## config.mk

```make
export PLATFORM = sky130hd
export DESIGN_NAME = periodic_interval_timer_64_core_flat
export DESIGN_NICKNAME = d
export VERILOG_FILES = /design/src/hdl/pit64_pkg.sv /design/src/hdl/pit64_if.sv /design/src/hdl/pit64_in_stage.sv /design/src/hdl/pit64_regs.sv /design/src/hdl/pit64_out_stage.sv /design/src/hdl/periodic_interval_timer_64_core.sv /design/src/flat_wrapper.sv
export VERILOG_INCLUDE_DIRS = /design/src /design/src/hdl
export SDC_FILE = /design/constraint.sdc
export NUM_CORES = 1
export LEC_CHECK = 0
export ABC_AREA = 1
export BUFFER_PORTS_ARGS = -buffer_cell sky130_fd_sc_hd__buf_2
export CORE_MARGIN = 5
export CORE_UTILIZATION = 57
export DETAILED_ROUTE_END_ITERATION = 7
export HOLD_SLACK_MARGIN = 0.12
export PLACE_DENSITY_LB_ADDON = 0.08
export SETUP_SLACK_MARGIN = 0.2
export SLEW_MARGIN = 30
export SYNTH_ARGS = -nofsm -noshare
export SYNTH_HDL_FRONTEND = slang
export SYNTH_SLANG_ARGS = --single-unit
```

## constraint.sdc

```tcl
create_clock -name clk -period 4.85 [get_ports clk]
set_clock_uncertainty 0.2 [all_clocks]
set_input_delay 0.2425 -clock clk [delete_from_list [all_inputs] [get_ports clk]]
set_output_delay 0.2425 -clock clk [all_outputs]
set_load 0.005 [all_outputs]
```

## src/hdl/periodic_interval_timer_64_core_assert.svh

```systemverilog
// Assertion macros used by the timer register file (pit64_regs).
`ifndef PERIODIC_INTERVAL_TIMER_64_CORE_ASSERT_SVH
`define PERIODIC_INTERVAL_TIMER_64_CORE_ASSERT_SVH

// Checked on every clock edge out of reset.
`define PIT64_ASSERT(lbl, prop, msg) \
	lbl: assert property (@(posedge clk) disable iff (!arst_n) prop) else $error(msg);

// Checked on every clock edge, reset included.
`define PIT64_ASSERT_ALWAYS(lbl, prop, msg) \
	lbl: assert property (@(posedge clk) prop) else $error(msg);

`endif

```

## src/hdl/pit64_pkg.sv

```systemverilog
// Types and constants of the 64-bit periodic interval timer.
`timescale 1ns / 1ps
package pit64_pkg;

	localparam logic [1:0] CMD_READ  = 2'd0;
	localparam logic [1:0] CMD_WRITE = 2'd1;
	localparam logic [1:0] CMD_TICK  = 2'd2;

	localparam logic [7:0] OFF_CR    = 8'h00;
	localparam logic [7:0] OFF_MR    = 8'h04;
	localparam logic [7:0] OFF_LSBPR = 8'h08;
	localparam logic [7:0] OFF_MSBPR = 8'h0C;
	localparam logic [7:0] OFF_IER   = 8'h10;
	localparam logic [7:0] OFF_IDR   = 8'h14;
	localparam logic [7:0] OFF_IMR   = 8'h18;
	localparam logic [7:0] OFF_ISR   = 8'h1C;
	localparam logic [7:0] OFF_TLSBR = 8'h20;
	localparam logic [7:0] OFF_TMSBR = 8'h24;
	localparam logic [7:0] OFF_WPMR  = 8'hE4;
	localparam logic [7:0] OFF_WPSR  = 8'hE8;

	localparam int MR_CONT_BIT  = 0;
	localparam int MR_SGCLK_BIT = 3;
	localparam int MR_SMOD_BIT  = 4;
	localparam logic [11:0] MR_WMASK = 12'hF19;

	localparam int INT_PERIOD_BIT = 0;
	localparam int INT_OVRE_BIT   = 1;
	localparam int INT_SECE_BIT   = 4;
	localparam logic [4:0] INT_WMASK = 5'h13;

	localparam int WP_EN_BIT     = 0;
	localparam int WP_ITEN_BIT   = 1;
	localparam int WP_CREN_BIT   = 2;
	localparam int WP_FIRSTE_BIT = 4;
	localparam logic [31:0] WP_KEY      = 32'h5049_5400;
	localparam logic [31:0] WP_KEY_MASK = 32'hFFFF_FF00;
	localparam logic [4:0]  WP_ENA_MASK = 5'h17;

	localparam logic [7:0] WPS_VIOL = 8'h01;
	localparam logic [7:0] WPS_SEQ  = 8'h04;

	typedef struct packed {
		logic [1:0]  cmd;
		logic [7:0]  reg_offset;
		logic [31:0] write_data;
		logic        tick_source;
	} pit64_item_t;

	typedef struct packed {
		logic [31:0] read_data;
		logic        irq;
	} pit64_result_t;

endpackage

```

## src/hdl/pit64_if.sv

```systemverilog
// Valid/ready channel interfaces for the timer request and response words.
`timescale 1ns / 1ps
interface pit64_req_if;
	logic        valid;
	logic        ready;
	logic [1:0]  cmd;
	logic [7:0]  reg_offset;
	logic [31:0] write_data;
	logic        tick_source;

	modport source (output valid, cmd, reg_offset, write_data, tick_source, input ready);
	modport sink (input valid, cmd, reg_offset, write_data, tick_source, output ready);
endinterface

interface pit64_rsp_if;
	logic        valid;
	logic        ready;
	logic [31:0] read_data;
	logic        irq;

	modport source (output valid, read_data, irq, input ready);
	modport sink (input valid, read_data, irq, output ready);
endinterface

```

## src/hdl/pit64_in_stage.sv

```systemverilog
// Input register stage: captures one request word per cycle while it is empty or its word is taken.
`timescale 1ns / 1ps
module pit64_in_stage import pit64_pkg::*; (
	input  logic            clk,
	input  logic            arst_n,
	pit64_req_if.sink       req,
	input  logic            take,
	output logic            valid_s1,
	output pit64_item_t     item_s1
);

	logic load;

	assign req.ready = !valid_s1 || take;
	assign load      = req.valid && req.ready;

	always_ff @(posedge clk or negedge arst_n) begin
		if (!arst_n) begin
			valid_s1 <= 1'b0;
		end else if (load) begin
			valid_s1 <= 1'b1;
		end else if (take) begin
			valid_s1 <= 1'b0;
		end
	end

	always_ff @(posedge clk) begin
		if (load) begin
			item_s1 <= '{cmd: req.cmd, reg_offset: req.reg_offset,
				write_data: req.write_data, tick_source: req.tick_source};
		end
	end

endmodule

```

## src/hdl/pit64_regs.sv

```systemverilog
// Timer register file, prescaler and 64-bit counter; one word per cycle while fire is high.
`timescale 1ns / 1ps
`include "periodic_interval_timer_64_core_assert.svh"
module pit64_regs import pit64_pkg::*; (
	input  logic          clk,
	input  logic          arst_n,
	input  logic          fire,
	input  pit64_item_t   item,
	output pit64_result_t result
);

	logic [11:0] mode_q, mode_d;
	logic [31:0] per_lo_q, per_lo_d;
	logic [31:0] per_hi_q, per_hi_d;
	logic [4:0]  mask_q, mask_d;
	logic [4:0]  status_q, status_d;
	logic [31:0] latched_q, latched_d;
	logic        run_q, run_d;
	logic [4:0]  wpm_q, wpm_d;
	logic [23:0] wps_q, wps_d;
	logic [63:0] count_q, count_d;
	logic [3:0]  pres_q, pres_d;

	logic [63:0] period;
	logic [63:0] limit;
	logic [63:0] count_inc;
	logic [3:0]  pres_inc;
	logic        prot;
	logic        can_log;
	logic        period_locked;
	logic [31:0] rdata;

	assign period        = {per_hi_q, per_lo_q};
	assign limit         = (period == 64'd0) ? '1 : period;
	assign count_inc     = count_q + 64'd1;
	assign pres_inc      = pres_q + 4'd1;
	assign can_log       = !wpm_q[WP_FIRSTE_BIT] || (wps_q == 24'd0);
	assign period_locked = run_q && !mode_q[MR_SMOD_BIT];

	always_comb begin
		case (item.reg_offset)
			OFF_CR:                      prot = wpm_q[WP_CREN_BIT];
			OFF_IER, OFF_IDR:            prot = wpm_q[WP_ITEN_BIT];
			OFF_MR, OFF_LSBPR, OFF_MSBPR: prot = wpm_q[WP_EN_BIT];
			default:                     prot = 1'b0;
		endcase
	end

	always_comb begin
		mode_d    = mode_q;
		per_lo_d  = per_lo_q;
		per_hi_d  = per_hi_q;
		mask_d    = mask_q;
		status_d  = status_q;
		latched_d = latched_q;
		run_d     = run_q;
		wpm_d     = wpm_q;
		wps_d     = wps_q;
		count_d   = count_q;
		pres_d    = pres_q;
		rdata     = '0;
		case (item.cmd)
			CMD_READ: begin
				case (item.reg_offset)
					OFF_MR:    rdata = {20'd0, mode_q};
					OFF_LSBPR: rdata = per_lo_q;
					OFF_MSBPR: rdata = per_hi_q;
					OFF_IMR:   rdata = {27'd0, mask_q};
					OFF_ISR: begin
						rdata    = {27'd0, status_q};
						status_d = '0;
					end
					OFF_TLSBR: begin
						rdata     = count_q[31:0];
						latched_d = count_q[63:32];
					end
					OFF_TMSBR: rdata = latched_q;
					OFF_WPMR:  rdata = {27'd0, wpm_q};
					OFF_WPSR: begin
						rdata = {8'd0, wps_q};
						wps_d = '0;
					end
					default: rdata = '0;
				endcase
			end
			CMD_WRITE: begin
				if (prot) begin
					if (can_log) wps_d = {8'd0, item.reg_offset, WPS_VIOL};
				end else begin
					case (item.reg_offset)
						OFF_CR: begin
							if (item.write_data[8]) begin
								mode_d    = '0;
								per_lo_d  = '0;
								per_hi_d  = '0;
								mask_d    = '0;
								status_d  = '0;
								latched_d = '0;
								run_d     = 1'b0;
								count_d   = '0;
								pres_d    = '0;
							end else if (item.write_data[0]) begin
								count_d = '0;
								pres_d  = '0;
								run_d   = 1'b1;
							end
						end
						OFF_MR: begin
							if (run_q) begin
								if (can_log) wps_d = {8'd0, item.reg_offset, WPS_SEQ};
								status_d[INT_SECE_BIT] = 1'b1;
							end else begin
								mode_d = item.write_data[11:0] & MR_WMASK;
							end
						end
						OFF_LSBPR: begin
							if (period_locked) begin
								if (can_log) wps_d = {8'd0, item.reg_offset, WPS_SEQ};
								status_d[INT_SECE_BIT] = 1'b1;
							end else begin
								per_lo_d = item.write_data;
								if (run_q) begin
									count_d = '0;
									pres_d  = '0;
								end
							end
						end
						OFF_MSBPR: begin
							if (period_locked) begin
								if (can_log) wps_d = {8'd0, item.reg_offset, WPS_SEQ};
								status_d[INT_SECE_BIT] = 1'b1;
							end else begin
								per_hi_d = item.write_data;
							end
						end
						OFF_IER: mask_d = mask_q | (item.write_data[4:0] & INT_WMASK);
						OFF_IDR: mask_d = mask_q & ~(item.write_data[4:0] & INT_WMASK);
						OFF_WPMR: begin
							if ((item.write_data & WP_KEY_MASK) == WP_KEY)
								wpm_d = item.write_data[4:0] & WP_ENA_MASK;
						end
						default: ;
					endcase
				end
			end
			CMD_TICK: begin
				if (run_q && (item.tick_source == mode_q[MR_SGCLK_BIT])) begin
					if ((pres_inc != 4'd0) && (pres_inc <= mode_q[11:8])) begin
						pres_d = pres_inc;
					end else begin
						pres_d = '0;
						if (count_inc >= limit) begin
							count_d = '0;
							status_d[INT_PERIOD_BIT] = 1'b1;
							if (status_q[INT_PERIOD_BIT]) status_d[INT_OVRE_BIT] = 1'b1;
							if (!mode_q[MR_CONT_BIT]) run_d = 1'b0;
						end else begin
							count_d = count_inc;
						end
					end
				end
			end
			default: ;
		endcase
	end

	assign result = '{read_data: rdata, irq: |(status_d & mask_d)};

	always_ff @(posedge clk or negedge arst_n) begin
		if (!arst_n) begin
			mode_q    <= '0;
			per_lo_q  <= '0;
			per_hi_q  <= '0;
			mask_q    <= '0;
			status_q  <= '0;
			latched_q <= '0;
			run_q     <= 1'b0;
			wpm_q     <= '0;
			wps_q     <= '0;
			count_q   <= '0;
			pres_q    <= '0;
		end else if (fire) begin
			mode_q    <= mode_d;
			per_lo_q  <= per_lo_d;
			per_hi_q  <= per_hi_d;
			mask_q    <= mask_d;
			status_q  <= status_d;
			latched_q <= latched_d;
			run_q     <= run_d;
			wpm_q     <= wpm_d;
			wps_q     <= wps_d;
			count_q   <= count_d;
			pres_q    <= pres_d;
		end
	end

	// stopped counter is always parked at zero
	`PIT64_ASSERT(a_stop_parked,
		!run_q |-> (count_q == 64'd0 && pres_q == 4'd0),
		"counter not cleared while stopped")
	`PIT64_ASSERT(a_ovre_needs_period,
		status_q[INT_OVRE_BIT] |-> status_q[INT_PERIOD_BIT],
		"OVRE without PERIOD")
	`PIT64_ASSERT(a_isr_clear,
		(fire && item.cmd == CMD_READ && item.reg_offset == OFF_ISR) |=> (status_q == 5'd0),
		"ISR not cleared on read")
	`PIT64_ASSERT(a_unused_bits,
		(mask_q[3:2] == 2'd0) && (status_q[3:2] == 2'd0) && !wpm_q[3],
		"reserved interrupt or protect bit set")

endmodule

```

## src/hdl/pit64_out_stage.sv

```systemverilog
// Output register stage: holds one response word until it is taken.
`timescale 1ns / 1ps
module pit64_out_stage import pit64_pkg::*; (
	input  logic          clk,
	input  logic          arst_n,
	input  logic          load,
	input  pit64_result_t result,
	output logic          space,
	pit64_rsp_if.source   rsp
);

	logic          valid_s2;
	pit64_result_t result_s2;

	assign space         = !valid_s2 || rsp.ready;
	assign rsp.valid     = valid_s2;
	assign rsp.read_data = result_s2.read_data;
	assign rsp.irq       = result_s2.irq;

	always_ff @(posedge clk or negedge arst_n) begin
		if (!arst_n) begin
			valid_s2 <= 1'b0;
		end else if (load) begin
			valid_s2 <= 1'b1;
		end else if (rsp.ready) begin
			valid_s2 <= 1'b0;
		end
	end

	always_ff @(posedge clk) begin
		if (load) begin
			result_s2 <= result;
		end
	end

endmodule

```

## src/hdl/periodic_interval_timer_64_core.sv

```systemverilog
// 64-bit periodic interval timer: one register access, clock tick or no-op per
// word, one response word for each. A word is taken every clock cycle unless the
// response register stalls. The word sits in the input register, then the
// register update (64-bit increment and wrap compare) loads the output register.
// Responses keep request order. While the response register is full and stalled,
// one more request is still taken into the input register.
`timescale 1ns / 1ps
module periodic_interval_timer_64_core import pit64_pkg::*; (
	input  logic      clk,
	input  logic      arst_n,
	pit64_req_if.sink req,
	pit64_rsp_if.source rsp
);

	logic          valid_s1;
	pit64_item_t   item_s1;
	logic          space;
	logic          fire;
	pit64_result_t result;

	assign fire = valid_s1 && space;

	pit64_in_stage u_in (
		.clk      (clk),
		.arst_n   (arst_n),
		.req      (req),
		.take     (fire),
		.valid_s1 (valid_s1),
		.item_s1  (item_s1)
	);

	pit64_regs u_regs (
		.clk    (clk),
		.arst_n (arst_n),
		.fire   (fire),
		.item   (item_s1),
		.result (result)
	);

	pit64_out_stage u_out (
		.clk    (clk),
		.arst_n (arst_n),
		.load   (fire),
		.result (result),
		.space  (space),
		.rsp    (rsp)
	);

endmodule

```

## src/flat_wrapper.sv

```systemverilog
// flat-port wrapper written by rule: the top's interface ports become plain ports
module periodic_interval_timer_64_core_flat import pit64_pkg::*;
  (clk, arst_n, req_valid, req_cmd, req_reg_offset, req_write_data, req_tick_source, req_ready, rsp_valid, rsp_read_data, rsp_irq, rsp_ready);
  pit64_req_if req_i ();
  pit64_rsp_if rsp_i ();
  input  logic clk;
  input  logic arst_n;
  input wire logic [$bits(req_i.valid)-1:0] req_valid;
  input wire logic [$bits(req_i.cmd)-1:0] req_cmd;
  input wire logic [$bits(req_i.reg_offset)-1:0] req_reg_offset;
  input wire logic [$bits(req_i.write_data)-1:0] req_write_data;
  input wire logic [$bits(req_i.tick_source)-1:0] req_tick_source;
  output wire logic [$bits(req_i.ready)-1:0] req_ready;
  output wire logic [$bits(rsp_i.valid)-1:0] rsp_valid;
  output wire logic [$bits(rsp_i.read_data)-1:0] rsp_read_data;
  output wire logic [$bits(rsp_i.irq)-1:0] rsp_irq;
  input wire logic [$bits(rsp_i.ready)-1:0] rsp_ready;
  assign req_i.valid = req_valid;
  assign req_i.cmd = req_cmd;
  assign req_i.reg_offset = req_reg_offset;
  assign req_i.write_data = req_write_data;
  assign req_i.tick_source = req_tick_source;
  assign req_ready = req_i.ready;
  assign rsp_valid = rsp_i.valid;
  assign rsp_read_data = rsp_i.read_data;
  assign rsp_irq = rsp_i.irq;
  assign rsp_i.ready = rsp_ready;
  periodic_interval_timer_64_core u_core (.clk(clk), .arst_n(arst_n), .req(req_i), .rsp(rsp_i));
endmodule
```

**Word level (Yosys, flattened, before mapping)**

Index checks and enable logic that the tools add are counted.

- Register bits: 293
- Output and inout port bits: 35
- Logic and storage cells: 173

- $add $sub $neg: 2
- Order comparisons: 2
- Equal/unequal tests: 37
- Mux-type cells: 71
- Bitwise operators: 5
- Reduce and logical (&&, ||, !) cells: 37

Operator list:

| cell | count |
|---|---|
| $mux 64 | 9 |
| $pmux 32 s9 | 1 |
| $pmux 64 s2 | 2 |
| $pmux 32 s2 | 3 |
| $mux 32 | 5 |
| $mux 24 | 6 |
| $pmux 24 s2 | 2 |
| $add 64x1->64 const B | 1 |
| $ge 64x64->1 | 1 |
| $logic_not 64->1 | 1 |
| $eq 8x5->1 const B | 4 |
| $mux 4 | 8 |
| $mux 5 | 6 |
| $eq 24x23->1 const B | 1 |
| $logic_not 24->1 | 1 |
| $mux 12 | 2 |
| $pmux 12 s2 | 1 |
| $reduce_and 6->1 | 4 |
| $reduce_and 9->1 | 2 |
| $eq 8x4->1 const B | 2 |
| $eq 8x6->1 const B | 2 |
| $eq 8x8->1 const B | 2 |
| $ne 2x2->1 const B | 8 |
| $pmux 4 s2 | 2 |
| 36 further kinds | 78 |

**Longest topological paths before layout**

Gate-level depths: netlist of run 1.

- Word-level depth: 9
- Mapped depth: 26

**Cells and area by module**

From an unflattened synthesis of run 1, not the netlist that was laid out.

- Cell total of the unflattened synthesis: 1,871
- Area total of the unflattened synthesis: 15,641.3 sq um

Modules (own cells, without submodules):

| module | times used | cells an instance | area an instance (sq um) |
|---|---|---|---|
| pit64_regs | 1 | 1,782 | 13,261.5 |
| pit64_in_stage | 1 | 49 | 1,336.3 |
| pit64_out_stage | 1 | 38 | 1,036.0 |
| periodic_interval_timer_64_core | 1 | 2 | 7.5 |

**Least setup slack after synthesis of run 1**

No wires, ideal clock.

- Path kind: reg2reg
- From: register u_core.u_regs.per_lo_q[28]
- To: register u_core.u_regs.count_q[24]
- Setup time: 0.074 ns
- Arrival time: 3.326 ns
- Path slack: 1.250 ns
- Cell stages (with the launch flop): 21
- Clock period less this slack: 3.600 ns
- Path through: dfrtp_1 > or4_1 > nor4_1 > nand2_1 > inv_2 > clkbuf_1 > nor2_1 > ha_1 > nand2_1 > inv_1 > o21ai_0 > nand2_1 > nor2_1 > nand2_1 > a21oi_1 > nand2_1 > nor2_2 > nand2_1 > buf_6 > buf_6 > o21ai_2

- Longest elaborated chain between the ends: 7

RTL lines:

| element | line | RTL |
|---|---|---|
| start, declared | pit64_regs.sv:13 | `logic [31:0] per_lo_q, per_lo_d;` |
| start signal, assigned | pit64_regs.sv:184 | `per_lo_q <= per_lo_d;` |
| $logic_not 64->1 | pit64_regs.sv:34 | `assign limit = (period == 64'd0) ? '1 : period;` |
| $mux 64 * | pit64_regs.sv:34 |  |
| $ge 64x64->1 * | pit64_regs.sv:152 | `if (count_inc >= limit) begin` |
| $mux 64 * | pit64_regs.sv:152 |  |
| $mux 64 * | pit64_regs.sv:148 | `if ((pres_inc != 4'd0) && (pres_inc <= mode_q[11:8])) begin` |
| $mux 64 * | pit64_regs.sv:147 | `if (run_q && (item.tick_source == mode_q[MR_SGCLK_BIT])) begin` |
| $pmux 64 s2 * | pit64_regs.sv:62 | `case (item.cmd)` |
| end signal, assigned | pit64_regs.sv:192 | `count_q <= count_d;` |
| end, declared | pit64_regs.sv:21 | `logic [63:0] count_q, count_d;` |

Every way passes the cells marked *; elsewhere a longest branch is shown, timed or not. The select of a mux whose other input is x is not followed.
A chain may end at the register's enable or synchronous reset.

**Worst setup path after layout of run 1**

- From: register u_core.u_regs.per_hi_q[0]
- To: register u_core.u_regs.count_q[60]

- Longest elaborated chain between the ends: 7

RTL lines:

| element | line | RTL |
|---|---|---|
| start, declared | pit64_regs.sv:14 | `logic [31:0] per_hi_q, per_hi_d;` |
| start signal, assigned | pit64_regs.sv:185 | `per_hi_q <= per_hi_d;` |
| $logic_not 64->1 | pit64_regs.sv:34 |  |
| $mux 64 * | pit64_regs.sv:34 |  |
| $ge 64x64->1 * | pit64_regs.sv:152 |  |
| $mux 64 * | pit64_regs.sv:152 |  |
| $mux 64 * | pit64_regs.sv:148 |  |
| $mux 64 * | pit64_regs.sv:147 |  |
| $pmux 64 s2 * | pit64_regs.sv:62 |  |

Marked as above.

==> impl_metrics.ini, run 1 <==
[status]
status = completed

[pwr]
internal-power_mw = 4.05
seqPwrFrac_pct = 47.9
p_switching_mw = 1.52
netSwitchingFraction_pct = 27.3
cellLeakagePower_nw = 8.29
vdd_drop_max_mv = 0.327
clkPwrFrac_pct = 40.9
combPwrFrac_pct = 11.1
powerDensity_nw_per_um2 = 310

[global_routing]
antenna_found_initial = 0
grt_pass1_vias = 14300
grt_max_degree = 108
met2_usage_pct = 57.3
grt.busiest_layer = met2
met3_usage_pct = 4.22
grt_use_met1_pct = 41.6
grt_pass1_wl_um = 80900
gr-total-overflow = 0
grt_use_total_pct = 33.8

[timing]
rsz0062_at_grt = false
slew_violations = 0
fin_tns_setup_ns = 0
fmax_mhz = 229
hold_viol_final = 0
worst_pin_slew_ns = 1.05
slew-limit-headroom_pct = 30.2
setup_viol = 0
period_needed_ns = 4.37
period_share_pct = 90.1

[critical_path]
timing.rr.end = u_core.u_regs.count_q[60]
endpoint_kind = flip-flop
worstSetupStartpointType = flip-flop
critPathSlowestCell = nor4_1
cp_num_buf_inv = 3
worstPathCellList = nor4_1 > nand4_1 > nor4_1 > nand2_1 > clkinv_2 > buf_12 > nor2_1 > ha_1 > nand4_1 > nor2_1 > nand3_1 > nor2_1 > nor2_1 > nand2_1 > nand2_1 > nand2_1 > nor2_2 > nand2_1 > buf_12 > o21ai_0
critPathTopFamily = simple AND/OR/NAND/NOR gates
startpoint = u_core.u_regs.per_hi_q[0]
crit_fanout = 45
critPathCapture = u_core.u_regs.count_q[60]
r2r_setup_slack_ns = 0.48
critPathArrivalTime_ns = 4.60
criticalPathCategory = flip-flop to flip-flop
critPathMaxStageDelay_ns = 0.46
r2r_cells = 20
path_depth = 20
rr_startpoint = u_core.u_regs.per_hi_q[0]
critPathRequiredTime_ns = 5.08
crit_top_cell = nand2_1

[placement]
io_buffers = 81
hpwl_um = 39000
place_area_um2 = 16400
gp_congestion = 1.02

[cells_and_area]
finalInstanceArea_um2 = 17900
n_antenna_cell = 0
final_nets = 2181
layout-drive-gt1-share_pct = 10.1
area_growth_pct = 14.1

[synthesis]
synth_cells = 1945
synth_ff_type = dfrtp_1
yosys_warnings = 0
syn_avg_cell_area_um2 = 8.07
syn_area_um2 = 15700
netlist-cell-type-count = 51
ys_seq_area_share_pct = 46.1
synth_edf_count = 76
ys_ff_latch = 274
syn_nets = 2066
synthArstFlopShare_pct = 72.3

[routing]
drt_pass1_iterations = 6
wl_per_cell_um = 21.6
ant_nets = 0
wl_um = 52400
drt-initial-drc-count = 1461
vias_per_cell = 5.94
dr_total_vias = 14400
route.detailed.drc = 0

[cts]
cts-root-buf = clkbuf_16
clock_sinks = 274
postCtsSetupRepairBufs = 0
cts_tree = done
max-clock-path-buffers = 3
worstSkewPairLatency_ns = 0.57
clkTransAtPathRegs_ns = 0.06
htree_num_levels = 1
cts_made_buffers = 30

[die]
initial_core_util_pct = 58.1
die_w_um = 176
rows = 60
die_y_um = 176
core_um2 = 27000
num_io_pins = 82
dieArea_um2 = 31000

[hold_path]
min_path_type = input port to flip-flop

[run]
cap_violations = 0
==> cells in the mapped netlist, drive strengths merged (4+ instances only) <==
library cell | number | share of area, %
dfrtp | 198 | 32
ha | 74 | 5.9
nor2 | 213 | 5.4
nand4 | 29 | 1.2
nor4 | 24 | 0.96
edfxtp | 76 | 15
o31ai | 20 | 0.96
nor3 | 48 | 1.6
a31oi | 5 | 0.20
clkbuf | 39 | 0.93
inv | 199 | 4.8
a211oi | 4 | 0.19
a21oi | 40 | 1.3
o21ai | 191 | 6.6
nand3 | 84 | 2.9
a22o | 4 | 0.22
nand2 | 543 | 13
buf | 30 | 1.1
a221oi | 29 | 1.6
o22ai | 11 | 0.44
xor2 | 55 | 3.1
==> power groups by stage <==
stage / Combinational, mW / Sequential (mW) / Clock (mW)
after global placement: 0.567 / 2.70 / 0
after floorplan: 0.345 / 2.67 / 0
final: 0.620 / 2.67 / 2.28
after global routing: 0.691 / 2.68 / 2.40
after detailed placement: 0.577 / 2.70 / 0
after CTS: 0.614 / 2.66 / 2.29
==> per-layer routing <==
layer	part of all wire (%)	vias to the layer above
met2	48	620
met3	6.1	191
met5	0	-
met4	7.4	0
met1	38	6888
li1	-	6717
==> worst register-to-register path, cell delays in order (launching register included) <==
cell	delay (ns)
dfrtp_1	0.43
nor4_1	0.46
nand4_1	0.24
nor4_1	0.21
nand2_1	0.20
clkinv_2	0.26
buf_12	0.26
nor2_1	0.09
ha_1	0.29
nand4_1	0.15
nor2_1	0.16
nand3_1	0.14
nor2_1	0.13
nor2_1	0.06
nand2_1	0.10
nand2_1	0.06
nand2_1	0.22
nor2_2	0.08
nand2_1	0.11
buf_12	0.25
o21ai_0	0.15
==> cell families after synthesis <==
kind of cell,Yosys count,share of synthesized area [%]
DFF,274,46.1
and+or+nand+nor,953,25.7
buffers and inverters,268,6.79
adders and majority gates,74,5.90
xor gates and xnor gates,57,3.18
AOI/OAI and AO/OA,319,12.3
==> cell type report <==
class | instances | area (µm²)
repair buffers | 152 | 1120
well taps | 341 | 427
clock buffers | 43 | 862
fillers | 2309 | 9110
flip-flops and latches | 274 | 7240
inverters | 199 | 748
multi-input cells | 1403 | 7410
clock inverters | 13 | 114
==> cell usage in the layout, fill, tap and decap left out, types with 4 or more instances in the layout <==
| cell type | synthesis | layout |
|---|---|---|
| a21oi_1 | 40 | 40 |
| a211oi_1 | 4 | 4 |
| nor2_2 | 5 | 5 |
| buf_2 | 15 | 80 |
| inv_2 | 10 | 11 |
| a22o_1 | 4 | 4 |
| clkbuf_16 | 0 | 32 |
| nand2_1 | 536 | 536 |
| nor3_1 | 46 | 46 |
| inv_1 | 189 | 185 |
| xor2_1 | 55 | 55 |
| o31ai_1 | 20 | 20 |
| edfxtp_1 | 76 | 76 |
| o21ai_0 | 129 | 128 |
| nand3_1 | 80 | 80 |
| dlygate4sd3_1 | 0 | 49 |
| nor4_1 | 24 | 24 |
| nand2_4 | 4 | 4 |
| a221oi_1 | 29 | 29 |
| buf_4 | 3 | 18 |
| o22ai_1 | 11 | 11 |
| nor2_4 | 4 | 4 |
| clkbuf_1 | 39 | 9 |
| a31oi_1 | 5 | 5 |
| clkinv_2 | 0 | 4 |
| nand4_1 | 29 | 29 |
| o21ai_1 | 42 | 43 |
| ha_1 | 74 | 74 |
| nor2_1 | 204 | 204 |
| o21ai_2 | 20 | 20 |
| dfrtp_1 | 198 | 198 |
==> stage by stage <==
step	hold WS [ns]	power, mW	utilization [%]	std cells	worst slack (ns)
after floorplan	-0.253	3.01	-	1945	1.25
after detailed placement	0.201	3.28	60.8	2319	0.483
after CTS	0.173	5.57	66.1	2423	0.479
after global routing	0.178	5.76	66.3	2425	0.230
after global placement	0.202	3.27	60.8	2319	0.542
final	0.188	5.56	66.3	2425	0.480
==> state kept, by name, indices dropped and copies added (netlist names) <==
name                        flops
u_core.u_regs.per_hi_q         32
u_core.u_out.rsp.read_data     32
u_core.u_regs.per_lo_q         32
u_core.u_in.valid_s1            1
u_core.u_regs.wpm_q             4
u_core.u_regs.pres_q            4
u_core.u_regs.status_q          5
u_core.u_out.rsp.valid          1
u_core.u_in.item_s1            43
u_core.u_regs.count_q          64
u_core.u_regs.wps_q            10
u_core.u_out.rsp.irq            1
u_core.u_regs.mask_q            5
u_core.u_regs.run_q             1
u_core.u_regs.mode_q            7
u_core.u_regs.latched_q        32
==> what timing repair did <==
item / 4_1_cts / 5_1_grt
resized for setup: 0 / 3
setup endpoints to repair: 0 / 27
endpoints found under the hold margin: 151 / 23
hold buffers: 48 / 1
==> worst min path at each step <==
stage | from | endpoint | slack (ns) | cells after the start
floorplan | arst_n | u_core.u_in.valid_s1 | -0.25 | 0
global placement | arst_n | u_core.u_regs.latched_q[28] | 0.20 | 1
detailed placement | arst_n | u_core.u_regs.latched_q[28] | 0.20 | 1
CTS | req_cmd[1] | u_core.u_in.item_s1[42] | 0.17 | 2
global route | req_write_data[8] | u_core.u_in.item_s1[9] | 0.18 | 2
finish | req_write_data[13] | u_core.u_in.item_s1[14] | 0.19 | 2
No activity file was read; power rests on OpenSTA's default activity.
==> inputs of run 2 (changes only) <==
CORE_UTILIZATION = 40   (was 57)
==> impl_metrics.ini, run 2 (synthesis results as in run 1) <==
[status]
status = completed

[die]
num_io_pins = 82
core_um2 = 38700
die_w_um = 208
initial_core_util_pct = 40.5
rows = 72
dieArea_um2 = 43300
die_y_um = 208

[pwr]
seqPwrFrac_pct = 44.5
vdd_drop_max_mv = 0.276
power.total_mw = 5.97
cellLeakagePower_nw = 8.41
clkPwrFrac_pct = 45.0
combPwrFrac_pct = 10.4
internal-power_mw = 4.39
netSwitchingFraction_pct = 26.5
powerDensity_nw_per_um2 = 325
p_switching_mw = 1.58

[cts]
clkTransAtPathRegs_ns = 0.06
htree_num_levels = 2
cts_made_buffers = 35
cts_tree = done
clock_sinks = 274
postCtsSetupRepairBufs = 0
max-clock-path-buffers = 3
worstSkewPairLatency_ns = 0.54
cts-root-buf = clkbuf_16

[global_routing]
grt_max_degree = 102
gr-total-overflow = 0
grt_use_total_pct = 25.1
antenna_found_initial = 0
grt_pass1_wl_um = 84400
grt_pass1_vias = 13700

[timing]
hold_viol_final = 0
slew_violations = 0
period_needed_ns = 4.36
fmax_mhz = 229
setup_viol = 0
holdWs_ns = 0.0875
worst_pin_slew_ns = 0.952
slew-limit-headroom_pct = 36.4
rsz0062_at_grt = false
period_share_pct = 89.9
fin_tns_setup_ns = 0
fin_ws_ns = 0.488

[critical_path]
critPathCapture = u_core.u_regs.count_q[54]
critPathArrivalTime_ns = 4.62
criticalPathCategory = flip-flop to flip-flop
rr_startpoint = u_core.u_regs.count_q[42]
worstSetupStartpointType = flip-flop
r2r_cells = 19
crit_fanout = 38
r2r_setup_slack_ns = 0.49
startpoint = u_core.u_regs.count_q[42]
critPathRequiredTime_ns = 5.11
endpoint_kind = flip-flop
timing.rr.end = u_core.u_regs.count_q[54]

[placement]
gp_congestion = 1.02
dp_cells = 2496
hpwl_um = 41000
pre_cts_ws_ns = 0.161
place_area_um2 = 16700
io_buffers = 81

[cells_and_area]
top_register = u_core.u_regs.count_q
finalInstanceArea_um2 = 18400
final_common_cell = nand2_1
fillerInstances = 3869
largest_register_ffs = 64
top_regs = u_core.u_regs.count_q: 64 flops, u_core.u_in.item_s1: 43 flops
area_growth_pct = 17.0
layout-drive-gt1-share_pct = 10.8
layout_common_cells = 535 x nand2_1, 203 x nor2_1, 198 x dfrtp_1
n_antenna_cell = 0
final_nets = 2184
utilization_pct = 47.4
final_cells = 2606

[routing]
vias_per_cell = 5.38
drt_pass1_iterations = 5
drt-initial-drc-count = 1003
wl_um = 55200
dr_total_vias = 14000
ant_nets = 0
route.detailed.drc = 0
wl_per_cell_um = 21.2

[run]
cap_violations = 0

[hold_path]
min_path_type = input port to asynchronous set/reset pin
[run 2: timing repair]
action                                 CTS  global route
endpoints found under the hold margin  146             0
setup endpoints to repair               26            65
gates resized for setup                  1            10
hold buffers                            48             0
[run 2: worst min-delay path by stage]
stage	startpoint	end	cells past startpoint
floorplan	arst_n	u_core.u_in.valid_s1	0
global placement	arst_n	u_core.u_regs.count_q[56]	1
detailed placement	arst_n	u_core.u_regs.count_q[59]	1
CTS	req_write_data[22]	u_core.u_in.item_s1[23]	2
global route	req_write_data[22]	u_core.u_in.item_s1[23]	2
finish	arst_n	u_core.u_regs.latched_q[28]	2
[run 2: layout make-up]
type                       instances  area, µm²  area share, %
clock buffer                      49       1020           5.57
clock inverter                    13        155          0.845
inverter                         199        753           4.10
multi-input combinational       1403       7450           40.6
sequential                       274       7240           39.4
tap                              518        648           3.53
timing repair buffer             150       1100           5.98
[run 2: power groups by stage]
stage	registers [mW]	logic, mW	clock network [mW]
floorplan	2.67	0.345	0
global placement	2.70	0.585	0
detailed placement	2.70	0.593	0
CTS	2.66	0.627	2.74
global route	2.68	0.695	2.83
finish	2.66	0.623	2.69
[run 2: layer usage]
| layer | vias to the layer above | GRT usage [%] | part of all wire [%] |
|---|---|---|---|
| met5 | - | 0 | 0 |
| met4 | 0 | 10.9 | 4.9 |
| met3 | 109 | 2.65 | 4.6 |
| met2 | 431 | 43.3 | 49 |
| met1 | 6742 | 32.0 | 42 |
| li1 | 6734 | - | - |
[run 2: critical path, cell delays in order (launching register included)]
cell and delay, ns:
dfrtp_1 0.43, inv_1 0.16, nor3_1 0.42, nand2_1 0.09, nor2_1 0.24, or3b_2 0.48
xor2_1 0.16, buf_4 0.18, inv_1 0.05, ha_1 0.30, a21oi_1 0.14, o21ai_0 0.08
nor2_1 0.13, nand2_1 0.10, a21oi_1 0.13, nand2_1 0.22, nor2_2 0.22, nand2_2 0.09
buf_12 0.24, o21ai_0 0.18
